## src/hdl/dpe_pkg.sv

```systemverilog
// shared constants for the delimited packet echo block
package dpe_pkg;

    localparam int BYTE_W              = 8;
    localparam int CFG_INDEX_W         = 8;
    localparam int PACKET_DEPTH_DEF    = 16;

    // register indexes of the configuration port
    localparam logic [CFG_INDEX_W-1:0] CFG_START_MARKER = CFG_INDEX_W'(0);
    localparam logic [CFG_INDEX_W-1:0] CFG_END_MARKER   = CFG_INDEX_W'(1);

    // marker values after reset
    localparam logic [BYTE_W-1:0] START_MARKER_RST = 8'h40;
    localparam logic [BYTE_W-1:0] END_MARKER_RST   = 8'h23;

endpackage

```

## src/hdl/delimited_packet_echo.sv

```systemverilog
// delimited packet framer: stores a packet between markers and echoes it
//
//  channel  | dir | signals                          | contents
//  ---------+-----+----------------------------------+---------------------------
//  s        | in  | s_tvalid s_tready s_tdata        | received byte
//  m        | out | m_tvalid m_tready m_tdata m_tlast | echoed byte, last of packet
//  cfg      | in  | cfg_valid cfg_ready cfg_index     | marker register writes
//           |     | cfg_data                          |
//
// received bytes are taken while no sweep runs; an end marker that closes a packet of n bytes
// (n up to PACKET_DEPTH) starts a read sweep of the packet store, one read a cycle
// at full output rate, and the input is held off until the sweep has read the packet.
// store reads are registered; a two-stage output path (read data, output
// register) follows the store, and while m_tready is low the sweep halts once both
// stages hold a byte, which holds the input off for as long as the stall lasts.
// reset clears control state only; the store holds no reset value and is always
// written before it is read.
module delimited_packet_echo #(
    parameter int PACKET_DEPTH = dpe_pkg::PACKET_DEPTH_DEF
) (
    input  logic                               clk,
    input  logic                               rst_n,
    // input stream
    input  logic                               s_tvalid,
    output logic                               s_tready,
    input  logic [dpe_pkg::BYTE_W-1:0]         s_tdata,    // [7:0] rx_byte
    // output stream
    output logic                               m_tvalid,
    input  logic                               m_tready,
    output logic [dpe_pkg::BYTE_W-1:0]         m_tdata,    // [7:0] tx_byte
    output logic                               m_tlast,    // last_byte
    // configuration writes
    input  logic                               cfg_valid,
    output logic                               cfg_ready,
    input  logic [dpe_pkg::CFG_INDEX_W-1:0]    cfg_index,
    input  logic [dpe_pkg::BYTE_W-1:0]         cfg_data
);
    import dpe_pkg::*;

    localparam int IDX_W  = $clog2(PACKET_DEPTH);
    localparam int FILL_W = $clog2(PACKET_DEPTH + 1);
    localparam logic [IDX_W-1:0]  LAST_SLOT = IDX_W'(PACKET_DEPTH - 1);
    localparam logic [FILL_W-1:0] FILL_CAP  = FILL_W'(PACKET_DEPTH - 1);

    // packet store
    logic [BYTE_W-1:0] store_mem [PACKET_DEPTH];
    logic [BYTE_W-1:0] mem_rdata_reg;

    // control state
    logic [BYTE_W-1:0] start_marker_reg;
    logic [BYTE_W-1:0] end_marker_reg;
    logic              in_packet_reg, in_packet_next;
    logic [FILL_W-1:0] fill_reg, fill_next;
    logic              emit_reg, emit_next;
    logic [IDX_W-1:0]  rd_addr_reg, rd_addr_next;
    logic [IDX_W-1:0]  emit_last_reg, emit_last_next;
    logic              rd_valid_reg;
    logic              rd_last_reg;
    logic              out_valid_reg;
    logic              out_last_reg;
    logic [BYTE_W-1:0] out_data_reg;

    logic              s_xfer;
    logic              is_start;
    logic              is_end;
    logic [IDX_W-1:0]  slot;
    logic              wr_en;
    logic [IDX_W-1:0]  wr_addr;
    logic              rd_en;
    logic              rd_move;

    assign cfg_ready = 1'b1;
    assign s_tready  = !emit_reg;
    assign s_xfer    = s_tvalid && s_tready;
    assign m_tvalid  = out_valid_reg;
    assign m_tdata   = out_data_reg;
    assign m_tlast   = out_last_reg;

    // classify the incoming byte; start test wins when markers are equal
    assign is_start = (s_tdata == start_marker_reg);
    assign is_end   = !is_start && (s_tdata == end_marker_reg);
    assign slot     = (fill_reg >= FILL_CAP) ? LAST_SLOT : fill_reg[IDX_W-1:0];

    // output path handshakes
    assign rd_move = rd_valid_reg && (!out_valid_reg || m_tready);
    assign rd_en   = emit_reg && (!rd_valid_reg || rd_move);

    // framing and sweep control
    always_comb
    begin
        in_packet_next = in_packet_reg;
        fill_next      = fill_reg;
        emit_next      = emit_reg;
        rd_addr_next   = rd_addr_reg;
        emit_last_next = emit_last_reg;
        wr_en          = 1'b0;
        wr_addr        = slot;
        if (s_xfer)
        begin
            if (is_start)
            begin
                in_packet_next = 1'b1;
                fill_next      = FILL_W'(1);
                wr_en          = 1'b1;
                wr_addr        = '0;
            end
            else if (is_end)
            begin
                if (in_packet_reg)
                begin
                    in_packet_next = 1'b0;
                    fill_next      = FILL_W'(slot) + FILL_W'(1);
                    wr_en          = 1'b1;
                    emit_next      = 1'b1;
                    rd_addr_next   = '0;
                    emit_last_next = slot;
                end
            end
            else if (in_packet_reg)
            begin
                wr_en     = 1'b1;
                fill_next = (slot == LAST_SLOT) ? FILL_CAP : FILL_W'(slot) + FILL_W'(1);
            end
        end
        else if (rd_en)
        begin
            rd_addr_next = rd_addr_reg + IDX_W'(1);
            if (rd_addr_reg == emit_last_reg)
            begin
                emit_next = 1'b0;
            end
        end
    end

    // control registers
    always_ff @(posedge clk or negedge rst_n)
    begin
        if (!rst_n)
        begin
            start_marker_reg <= START_MARKER_RST;
            end_marker_reg   <= END_MARKER_RST;
            in_packet_reg    <= 1'b0;
            fill_reg         <= '0;
            emit_reg         <= 1'b0;
            rd_addr_reg      <= '0;
            emit_last_reg    <= '0;
            rd_valid_reg     <= 1'b0;
            rd_last_reg      <= 1'b0;
            out_valid_reg    <= 1'b0;
            out_last_reg     <= 1'b0;
        end
        else
        begin
            if (cfg_valid && cfg_ready)
            begin
                case (cfg_index)
                    CFG_START_MARKER: start_marker_reg <= cfg_data;
                    CFG_END_MARKER:   end_marker_reg   <= cfg_data;
                    default:          ;
                endcase
            end
            in_packet_reg <= in_packet_next;
            fill_reg      <= fill_next;
            emit_reg      <= emit_next;
            rd_addr_reg   <= rd_addr_next;
            emit_last_reg <= emit_last_next;
            // read data stage
            if (rd_en)
            begin
                rd_valid_reg <= 1'b1;
                rd_last_reg  <= (rd_addr_reg == emit_last_reg);
            end
            else if (rd_move)
            begin
                rd_valid_reg <= 1'b0;
            end
            // output register
            if (rd_move)
            begin
                out_valid_reg <= 1'b1;
                out_last_reg  <= rd_last_reg;
            end
            else if (m_tready)
            begin
                out_valid_reg <= 1'b0;
            end
        end
    end

    // store write and registered read
    always_ff @(posedge clk)
    begin
        if (wr_en)
        begin
            store_mem[wr_addr] <= s_tdata;
        end
        if (rd_en)
        begin
            mem_rdata_reg <= store_mem[rd_addr_reg];
        end
    end

    // output payload
    always_ff @(posedge clk)
    begin
        if (rd_move)
        begin
            out_data_reg <= mem_rdata_reg;
        end
    end

endmodule
```

## config.mk

```make
export PLATFORM = sky130hd
export DESIGN_NAME = delimited_packet_echo
export DESIGN_NICKNAME = d
export VERILOG_FILES = /design/src/hdl/dpe_pkg.sv /design/src/hdl/delimited_packet_echo.sv
export SDC_FILE = /design/constraint.sdc
export NUM_CORES = 1
export LEC_CHECK = 0
export BUFFER_PORTS_ARGS = -buffer_cell sky130_fd_sc_hd__buf_4
export CORE_MARGIN = 2
export CORE_UTILIZATION = 25
export DETAILED_ROUTE_END_ITERATION = 6
export PLACE_DENSITY = 0.51
export SETUP_SLACK_MARGIN = 0.05
export SYNTH_ARGS = -nofsm -noshare
export SYNTH_HDL_FRONTEND = slang
export SYNTH_SLANG_ARGS = --single-unit
```

## constraint.sdc

```tcl
create_clock -name clk -period 2.8 [get_ports clk]
set_input_delay 0.14 -clock clk [delete_from_list [all_inputs] [get_ports clk]]
set_output_delay 0.14 -clock clk [all_outputs]
set_load 0.01 [all_outputs]
```

==> results of run 1 <==
[Yosys cell counts (2+ instances only)]
| library cell | n |
|---|---|
| edfxtp_1 | 144 |
| dfrtp_1 | 31 |
| nand2_1 | 30 |
| mux2i_1 | 27 |
| mux2_2 | 19 |
| o21ai_0 | 18 |
| nor2_1 | 17 |
| mux4_2 | 16 |
| a21oi_1 | 12 |
| xnor2_1 | 12 |
| xor2_1 | 10 |
| a221oi_2 | 8 |
| a22oi_1 | 8 |
| buf_2 | 8 |
| inv_1 | 8 |
| mux2_1 | 8 |
| nor3_1 | 7 |
| o21ai_1 | 6 |
| buf_6 | 4 |
| dfstp_2 | 4 |
| nor2b_1 | 4 |
| buf_4 | 3 |
| nand2b_1 | 3 |
| and2_1 | 2 |
| clkbuf_2 | 2 |
| ha_1 | 2 |
| nand3_1 | 2 |
| nand4_2 | 2 |
| nor4_2 | 2 |
[metal layers]
layer,track usage,up-vias,part of all wire
met4,0.0300,0,0.0077
met5,0,-,0
met2,0.173,97,0.47
met1,0.147,1966,0.46
met3,0.0275,5,0.058
li1,-,1834,-
[layout by cell type, fill, tap and decap left out, drive strengths merged, types with 8 or more instances in the layout]
cell,count
o21ai,24
dfrtp,31
clkbuf,18
dlygate4sd3,10
a22oi,8
nand2,31
nor2,19
mux4,16
inv,9
edfxtp,144
mux2,27
xor2,10
buf,57
a21oi,12
mux2i,27
a221oi,8
xnor2,12
[through the flow]
step           total power (uW)  hold slack, ps  cell area [sq um]
2_1_floorplan              3370            -156               7380
3_3_place_gp               3540             126               8180
3_5_place_dp               3540             130               8180
4_1_cts                    6020            63.3               8890
5_1_grt                    6180            72.9               8890
6_report                   5930            75.4               8890
[kinds of logic after synthesis]
| logic type | count (synthesis) | share of synthesized area |
|---|---|---|
| and+or+nand+nor | 78 | 0.0558 |
| other | 1 | 0.000508 |
| xor gates and xnor gates | 22 | 0.0261 |
| AOI/OAI and AO/OA | 62 | 0.0612 |
| buffers and inverters | 26 | 0.0205 |
| muxes | 70 | 0.127 |
| DFF | 179 | 0.706 |
| adders and majority gates | 2 | 0.00339 |
[layout make-up]
type | count | area [sq um] | share of cell area
Inverter | 8 | 30.0 | 0.00338
Timing Repair Buffer | 67 | 541 | 0.0608
Tap cell | 384 | 480 | 0.0540
Multi-Input combinational cell | 235 | 2020 | 0.227
Clock buffer | 18 | 429 | 0.0483
Clock inverter | 14 | 186 | 0.0210
Sequential cell | 179 | 5210 | 0.585
[timing repair]
| action | 4_1_cts | 5_1_grt |
|---|---|---|
| hold endpoints to repair | 48 | 0 |
| gates resized for setup | 0 | 0 |
| hold buffers | 10 | 0 |
[worst min path at each step]
stage	startpoint	end	slack, ps	cells past startpoint
5_1_grt	s_tdata[3]	store_mem[11][3]	70	1
3_5_place_dp	rst_n	start_marker_reg[3]	130	1
3_3_place_gp	rst_n	fill_reg[0]	130	1
4_1_cts	s_tdata[3]	store_mem[10][3]	60	1
2_1_floorplan	rst_n	emit_last_reg[0]	-160	0
6_report	s_tdata[3]	store_mem[11][3]	80	1
[power breakdown]
| group | switching (uW) | leakage (uW) | total [uW] | internal, uW |
|---|---|---|---|---|
| clock | 960 | 0.000293 | 2450 | 1490 |
| sequential | 36.4 | 0.00174 | 2970 | 2930 |
| combinational | 303 | 0.00107 | 519 | 216 |
| total | 1300 | 0.00311 | 5930 | 4630 |
==> reports/metrics.cfg, run 1 <==
[outcome]
status = completed

[critical_path]
crit_fanout = 8
slowest_stage = dfstp_2
worstPathRequired_ps = 2850
path_buf_inv = 0
path_cells = xnor2_1, nand4_2, nor2_2, or4b_4, nor2_1
r2r_end = store_mem[3][5]
critical_path.max_stage_delay_ps = 540
setup.worst_path.start_class = flip-flop
crit_cells = 5
worstPathArrival_ps = 2320
worstSetupStartpoint = start_marker_reg[6]
r2r_setup_slack_ps = 530
critPathKind = flip-flop to flip-flop
endpoint = store_mem[3][5]
rr_worst_depth = 5
end_kind = flip-flop
cp_top_family = simple AND/OR/NAND/NOR gates
crit-reg2reg-launch = start_marker_reg[6]

[timing]
slew_headroom = 0.452
finalWorstSetupSlack_ps = 526
rsz0062_at_grt = false
slew_viol_final = 0
hold_viol = 0
tns_ps = 0
max_freq_mhz = 440
setup_violations = 0
fin_skew_ps = 9.14
min_period_ps = 2270
min_period_over_period = 0.812
tightest_slew_ps = 822

[detailed_routing]
routed_wl_mm = 15.7
routed_via_density = 4.31
via_count = 3902
drc = 0
wl_per_cell_um = 17.3
dr.pass1.iters = 4
drt_first_iter_violations = 355
antenna_left = 0

[floorplanning]
dieArea_sq_um = 30900
core_sq_um = 28900
ios = 41
dieHeight_um = 176
rows = 62
die-width_um = 176
initial_core_util = 0.256

[synthesis]
yosys_warnings = 0
synth.net_count = 471
postSynth.asyncResetShare = 0.196
avgSynthCellArea_sq_um = 16.8
yosysUniqueCellTypes = 50
synth_area_leaders = edfxtp_1, dfrtp_1, mux4_2
synth_top_cell_by_area = edfxtp_1
ys_seq_area_frac = 0.706
synth_edf_count = 144
ys_ff_latch = 179
synthFlopType = edfxtp_1
synthCells = 440
syn-cell-area_sq_um = 7380
yosysTopAreaCellShare = 0.586

[clock_network]
htree_num_levels = 4
clock_latency_ps = 420
cts.sinks = 179
clock_path_buffers = 2
clockRootBuffer = clkbuf_16
cts_tree = yes
cts_buffers = 17
post-cts-setup-buffers = 0
clk_pin_slew_worst_paths_ps = 60

[worst_hold_path]
hp-class = input port to flip-flop

[global_route]
grt_first_pass_wirelength_mm = 24.7
grt_max_degree = 54
gr-total-overflow = 0
grt_use_total = 0.108
grt_pass1_vias = 4096
grt_antenna_before_repair = 0

[final_layout]
drive_gt1_frac = 0.274
largest-register = store_mem
largest_reg_flops = 128
antenna_cells = 0
utilization = 0.308
fin_cells = 905
syn_to_final_growth_pct = 20.6
fillers = 2858
nNetsFinal = 539

[placement]
dp_worst_setup_slack_ps = 497
dpl.hpwl_mm = 10.4
portBuffers = 39
gp_congestion = 0.793
dp_cells = 863

[job]
maxCapViolations = 0

[power]
peakVddDrop_uv = 407
leakage_uw = 0.00311
power_density_nw_per_um2 = 667

(Power assumes the default switching activity.)
==> inputs of run 2 (changes only) <==
Settings changed: ABC_AREA set to 1, PLACE_DENSITY 0.51 to 0.53.
Clock period 2.8 ns to 2 ns, I/O delays scaled along.
==> reports/metrics.cfg, run 2 <==
[critical_path]
worstPathArrival_ps = 2060  ; -260 ps
crit-reg2reg-launch = start_marker_reg[6]
crit_cells = 9  ; +4
end_kind = flip-flop
cp_top_family = simple AND/OR/NAND/NOR gates
setup.worst_path.start_class = flip-flop
slowest_stage = dfstp_2
crit_fanout = 10  ; +2
r2r_setup_slack_ps = 80  ; -440 ps
worstSetupStartpoint = start_marker_reg[6]
r2r_end = store_mem[4][6]
rr_worst_depth = 9  ; +4
path_buf_inv = 2  ; +2
path_cells = xnor2_1, nand2_1, nor2_2, nand3_4, nand2_1, nand2_2, buf_4, nor2_2, buf_6
worstPathRequired_ps = 2140  ; -710 ps
critical_path.max_stage_delay_ps = 540  ; about the same
critPathKind = flip-flop to flip-flop
endpoint = store_mem[4][6]

[timing]
slew_viol_final = 0  ; unchanged
max_freq_mhz = 522  ; +19%
min_period_over_period = 0.959  ; +0.147
fin_skew_ps = 9.28  ; +0.138 ps
min_period_ps = 1920  ; -356 ps
hold_viol = 0  ; unchanged
setup_violations = 0  ; unchanged
rsz0062_at_grt = true

[detailed_routing]
routed_via_density = 4.35  ; +0.89%
dr.pass1.iters = 7  ; +3
wl_per_cell_um = 15.5  ; -10%
drt_first_iter_violations = 462  ; +30%
drc = 0  ; unchanged
routed_wl_mm = 19.1  ; +22%
antenna_left = 0  ; unchanged
via_count = 5355  ; +37%

[clock_network]
clockRootBuffer = clkbuf_16
cts_tree = yes
cts_buffers = 17  ; unchanged
cts.sinks = 179  ; unchanged
clk_pin_slew_worst_paths_ps = 70  ; about the same
clock_path_buffers = 2  ; unchanged
htree_num_levels = 4  ; unchanged
clock_latency_ps = 430  ; about the same

[floorplanning]
dieArea_sq_um = 32500  ; +5.1%
ios = 41  ; unchanged
rows = 64  ; +3.2%
die-width_um = 180  ; +2.5%
dieHeight_um = 180  ; +2.5%
core_sq_um = 30600  ; +6.0%
initial_core_util = 0.254  ; -0.00183

[global_route]
grt_first_pass_wirelength_mm = 29.4  ; +19%
grt_pass1_vias = 5007  ; +22%
grt_use_total = 0.119  ; +0.0107
grt_max_degree = 39  ; -28%
grt_antenna_before_repair = 0  ; unchanged
gr-total-overflow = 0  ; unchanged

[synthesis]
synthFlopType = edfxtp_1
avgSynthCellArea_sq_um = 10.8  ; -36%
synth_top_cell_by_area = edfxtp_1
synthCells = 718  ; +63%
synth_edf_count = 144  ; unchanged
yosysTopAreaCellShare = 0.557  ; -0.0292
yosysMostFrequentCell = nand2_1
synth_area_leaders = edfxtp_1, dfrtp_1, nand2_1
ys_ff_latch = 179  ; unchanged
ys_seq_area_frac = 0.671  ; -0.0351
yosysUniqueCellTypes = 39  ; -22%
synth.net_count = 749  ; +59%
synthTopCellsByCount = nand2_1, edfxtp_1, inv_1
syn-cell-area_sq_um = 7760  ; +5.2%
postSynth.asyncResetShare = 0.196  ; unchanged
yosys_warnings = 0  ; unchanged

[final_layout]
fillers = 3122  ; +9.2%
stdcell_area_sq_um = 9810  ; +10%
final_cell_mix = nand2_1, edfxtp_1, buf_4
drive_gt1_frac = 0.229  ; -0.0457
largest-register = store_mem
syn_to_final_growth_pct = 26.4
nNetsFinal = 853  ; +58%
antenna_cells = 0  ; unchanged
final_common_cell = nand2_1
largest_reg_flops = 128  ; unchanged

[power]
peakVddDrop_uv = 659  ; +62%
leakage_uw = 0.00388  ; +25%
power_density_nw_per_um2 = 1170  ; +75%
total_power_uw = 11500  ; +94%

[worst_hold_path]
hp-class = input port to flip-flop

[job]
maxCapViolations = 0  ; unchanged

[placement]
placed_cell_area_sq_um = 8800  ; +7.6%
dpl.hpwl_mm = 13.0  ; +24%
gp_congestion = 0.794  ; about the same
portBuffers = 39  ; unchanged

[outcome]
status = completed

-- run 2: kinds of logic (layout without fill, tap and decap cells) --
group | after synthesis | count (layout) | share of synthesized area
AND/OR/NAND/NOR | 294 | 294 | 0.164
other | 1 | 1 | 0.000483
buffers and inverters | 120 | 237 | 0.0624
AO/OA/AOI/OAI | 113 | 113 | 0.0888
flip-flops | 179 | 179 | 0.671
XOR/XNOR | 9 | 9 | 0.0102
adder cells (fa/ha/maj) | 2 | 2 | 0.00322
-- run 2: how the worst min path moves through the flow --
stage | cells past startpoint | start | slack [ps] | end
final | 3 | cfg_index[0] | 120 | end_marker_reg[5]
after global routing | 3 | cfg_index[0] | 150 | end_marker_reg[0]
after CTS | 3 | cfg_index[0] | 120 | end_marker_reg[5]
after detailed placement | 1 | rst_n | 100 | rd_valid_reg
after global placement | 1 | rst_n | 90 | m_tlast
after floorplan | 0 | rst_n | -200 | emit_last_reg[0]
-- run 2: report_power, final --
group / switching (uW) / internal, uW / total [uW]
Clock: 1510 / 2010 / 3520
Combinational: 2250 / 1230 / 3490
Sequential: 131 / 4350 / 4480
-- run 2: worst reg2reg max path, stage by stage (launching register included) --
cell and delay (ps):
dfstp_2 540, xnor2_1 110, nand2_1 100, nor2_2 140, nand3_4 150, nand2_1 110
nand2_2 80, buf_4 140, nor2_2 100, buf_6 160
-- run 2: layer usage --
metal | vias up | global-route usage | wire [um]
met5 | - | 0 | 0
met4 | 0 | 0.0319 | 190
met3 | 12 | 0.0210 | 615
met2 | 88 | 0.192 | 9230
met1 | 2609 | 0.165 | 9070
li1 | 2646 | - | -
-- run 2: through the flow --
stage           util  std cells  setup TNS, ps  hold WS [ps]  worst slack, ps
3_3_place_gp   0.288       1175         -10930          90.8             -176
4_1_cts        0.314       1220          -2780           117            -87.3
3_5_place_dp   0.288       1175         -12620          98.3             -187
6_report       0.321       1231              0           120             82.6
5_1_grt        0.321       1231          -30.7           153            -8.16
2_1_floorplan      -        718              0          -196             61.1
-- run 2: area by class of cell --
cell class | instances | area (sq um) | share of cell area
sequential | 179 | 5210 | 0.530
multi-input combinational | 419 | 2210 | 0.225
timing repair buffer | 112 | 935 | 0.0952
tap | 396 | 495 | 0.0505
clock buffer | 18 | 429 | 0.0437
inverter | 93 | 352 | 0.0358
clock inverter | 14 | 190 | 0.0194
-- run 2: what timing repair did --
action	in CTS	in global routing
pin swaps	2	11
gates resized for setup	18	22
buffers inserted	2	11
hold buffers	11	0
endpoints found under the hold margin	59	0
setup endpoints to repair	104	132
==> inputs of run 3 (changes only) <==
Settings changed: ABC_AREA 1 to unset.
==> reports/metrics.cfg, run 3 (synthesis gave the netlist of run 1 again) <==
[timing]
tightest_slew_ps = 574
hold_viol = 0  ; unchanged
min_period_ps = 1920  ; +3.50 ps
finalWorstSetupSlack_ps = 79.1  ; -3.50 ps
slew_viol_final = 0  ; unchanged
slew_headroom = 0.617
max_freq_mhz = 521  ; -0.18%
rsz0062_at_grt = true
whs_ps = 119  ; -0.858 ps
setup_violations = 0  ; unchanged
fin_skew_ps = 8.94  ; -0.346 ps
min_period_over_period = 0.960  ; +0.00175

[floorplanning]
dieArea_sq_um = 30900  ; -4.9%
ios = 41  ; unchanged
dieHeight_um = 176  ; -2.5%
rows = 62  ; -3.1%
initial_core_util = 0.256  ; +0.00183
core_sq_um = 28900  ; -5.7%
die-width_um = 176  ; -2.5%

[global_route]
grt_first_pass_wirelength_mm = 25.7  ; -13%
grt_max_degree = 36  ; -7.7%
grt_use_total = 0.114  ; -0.00506
grt_pass1_vias = 4298  ; -14%
gr-total-overflow = 0  ; unchanged
grt_antenna_before_repair = 0  ; unchanged

[power]
power_density_nw_per_um2 = 934  ; -20%
total_power_uw = 8680  ; -24%
peakVddDrop_uv = 462  ; -30%
leakage_uw = 0.00329  ; -15%

[clock_network]
clk_pin_slew_worst_paths_ps = 70  ; about the same
cts_tree = yes
cts_buffers = 17  ; unchanged
clock_path_buffers = 2  ; unchanged
clockRootBuffer = clkbuf_16
htree_num_levels = 4  ; unchanged
cts.sinks = 179  ; unchanged
clock_latency_ps = 430  ; about the same

[critical_path]
critical_path.max_stage_delay_ps = 570  ; +30 ps
critPathKind = flip-flop to flip-flop
end_kind = flip-flop
cp_top_family = simple AND/OR/NAND/NOR gates
slowest_stage = or4b_4
path_cells = nor2b_2, nand2_1, buf_4, or4b_4, nor2_4, buf_6
worstPathRequired_ps = 2140  ; about the same
worstPathArrival_ps = 2060  ; about the same
setup.worst_path.start_class = flip-flop
crit_fanout = 8  ; -2
path_buf_inv = 2  ; unchanged

[final_layout]
antenna_cells = 0  ; unchanged
final_cell_mix = edfxtp_1, buf_4, nand2_1, dfrtp_1, mux2i_1
largest-register = store_mem
final_common_cell = edfxtp_1
largest_reg_flops = 128  ; unchanged
drive_gt1_frac = 0.341  ; +0.112
syn_to_final_growth_pct = 25.9
nNetsFinal = 570  ; -33%

[worst_hold_path]
hp-class = input port to flip-flop

[detailed_routing]
drt_first_iter_violations = 297  ; -36%
route.met3.wl_um = 676  ; +9.9%
antenna_left = 0  ; unchanged
routed_via_density = 4.34  ; -0.16%
wl_met2_mm = 8.24  ; -11%
drt-met1-wl_mm = 7.76  ; -14%
drc = 0  ; unchanged
dr.pass1.iters = 5  ; -2
via_count = 4061  ; -24%
top_layer = met4
routed_wl_mm = 16.9  ; -11%
wl_per_cell_um = 18.1  ; +17%

[outcome]
status = completed

[placement]
dpl.hpwl_mm = 11.9  ; -8.6%
portBuffers = 39  ; unchanged
gp_congestion = 0.798  ; +0.55%
dp_worst_setup_slack_ps = -29.7  ; +157 ps

[job]
maxCapViolations = 0  ; unchanged

[run 3: cell types whose count changed in the layout (fill, tap and decap cells not counted), sizes merged, moves of 9 or more]
cell	delta
mux4	+16
o21ai	-34
o2111ai	-15
mux2i	+27
nand3	-36
xor2	+9
mux2	+27
nand2	-143
o211ai	-16
nor2	-50
inv	-91
buf	-16
[run 3: timing repair]
action / 4_1_cts / 5_1_grt
pin swaps: 1 / 4
setup buffers: 0 / 1
gates resized for setup: 4 / 18
hold buffers: 12 / 0
hold endpoints to repair: 57 / 0
cloned: 0 / 1
endpoints found under the setup margin: 64 / 109
[run 3: per-layer routing]
layer / GRT usage / up-vias
met5: 0 / -
met4: 0.0382 / 0
met3: 0.0260 / 18
met2: 0.186 / 98
met1: 0.149 / 2054
li1: - / 1891
[run 3: final cells by class]
cell class                      count  area (sq um)
Multi-Input combinational cell    235          2080
Fill cell                        2818         19600
Inverter                            8          30.0
Timing Repair Buffer               98           847
Tap cell                          384           480
Clock inverter                     13           209
Clock buffer                       18           429
Sequential cell                   179          5210
[run 3: worst paths after layout]
kind / from / slack (ps) / to / cells after the start
setup / recovery: emit_reg / 80 / store_mem[1][6] / 6
hold / removal: s_tvalid / 120 / rd_addr_reg[1] / 4
setup reg to reg: emit_reg / 80 / store_mem[1][6] / 6
hold reg to reg: mem_rdata_reg[5] / 420 / m_tdata[5] / 0
max in group asynchronous: rst_n / 1470 / end_marker_reg[0] / 2
min in group asynchronous: rst_n / 170 / fill_reg[1] / 2
[run 3: power by group]
group	switching, uW	internal (uW)	total (uW)	leakage, uW
Combinational	519	404	923	0.00124
Clock	1390	2210	3600	0.000304
Sequential	49.5	4100	4150	0.00174
[run 3: tightest hold or removal path: stages]
cell and delay [ps]:
buf_4 110, nand2_1 130, nand3_1 120, o21ai_1 60
[run 3: metrics by stage]
step                      TNS [ps]  instances  utilization  area (sq um)
after floorplan              -6580        440            -          7380
after global placement           0        890        0.291          8410
after detailed placement      -237        890        0.291          8410
after CTS                        0        933        0.318          9180
after global routing             0        935        0.322          9290
final                            0        935        0.322          9290
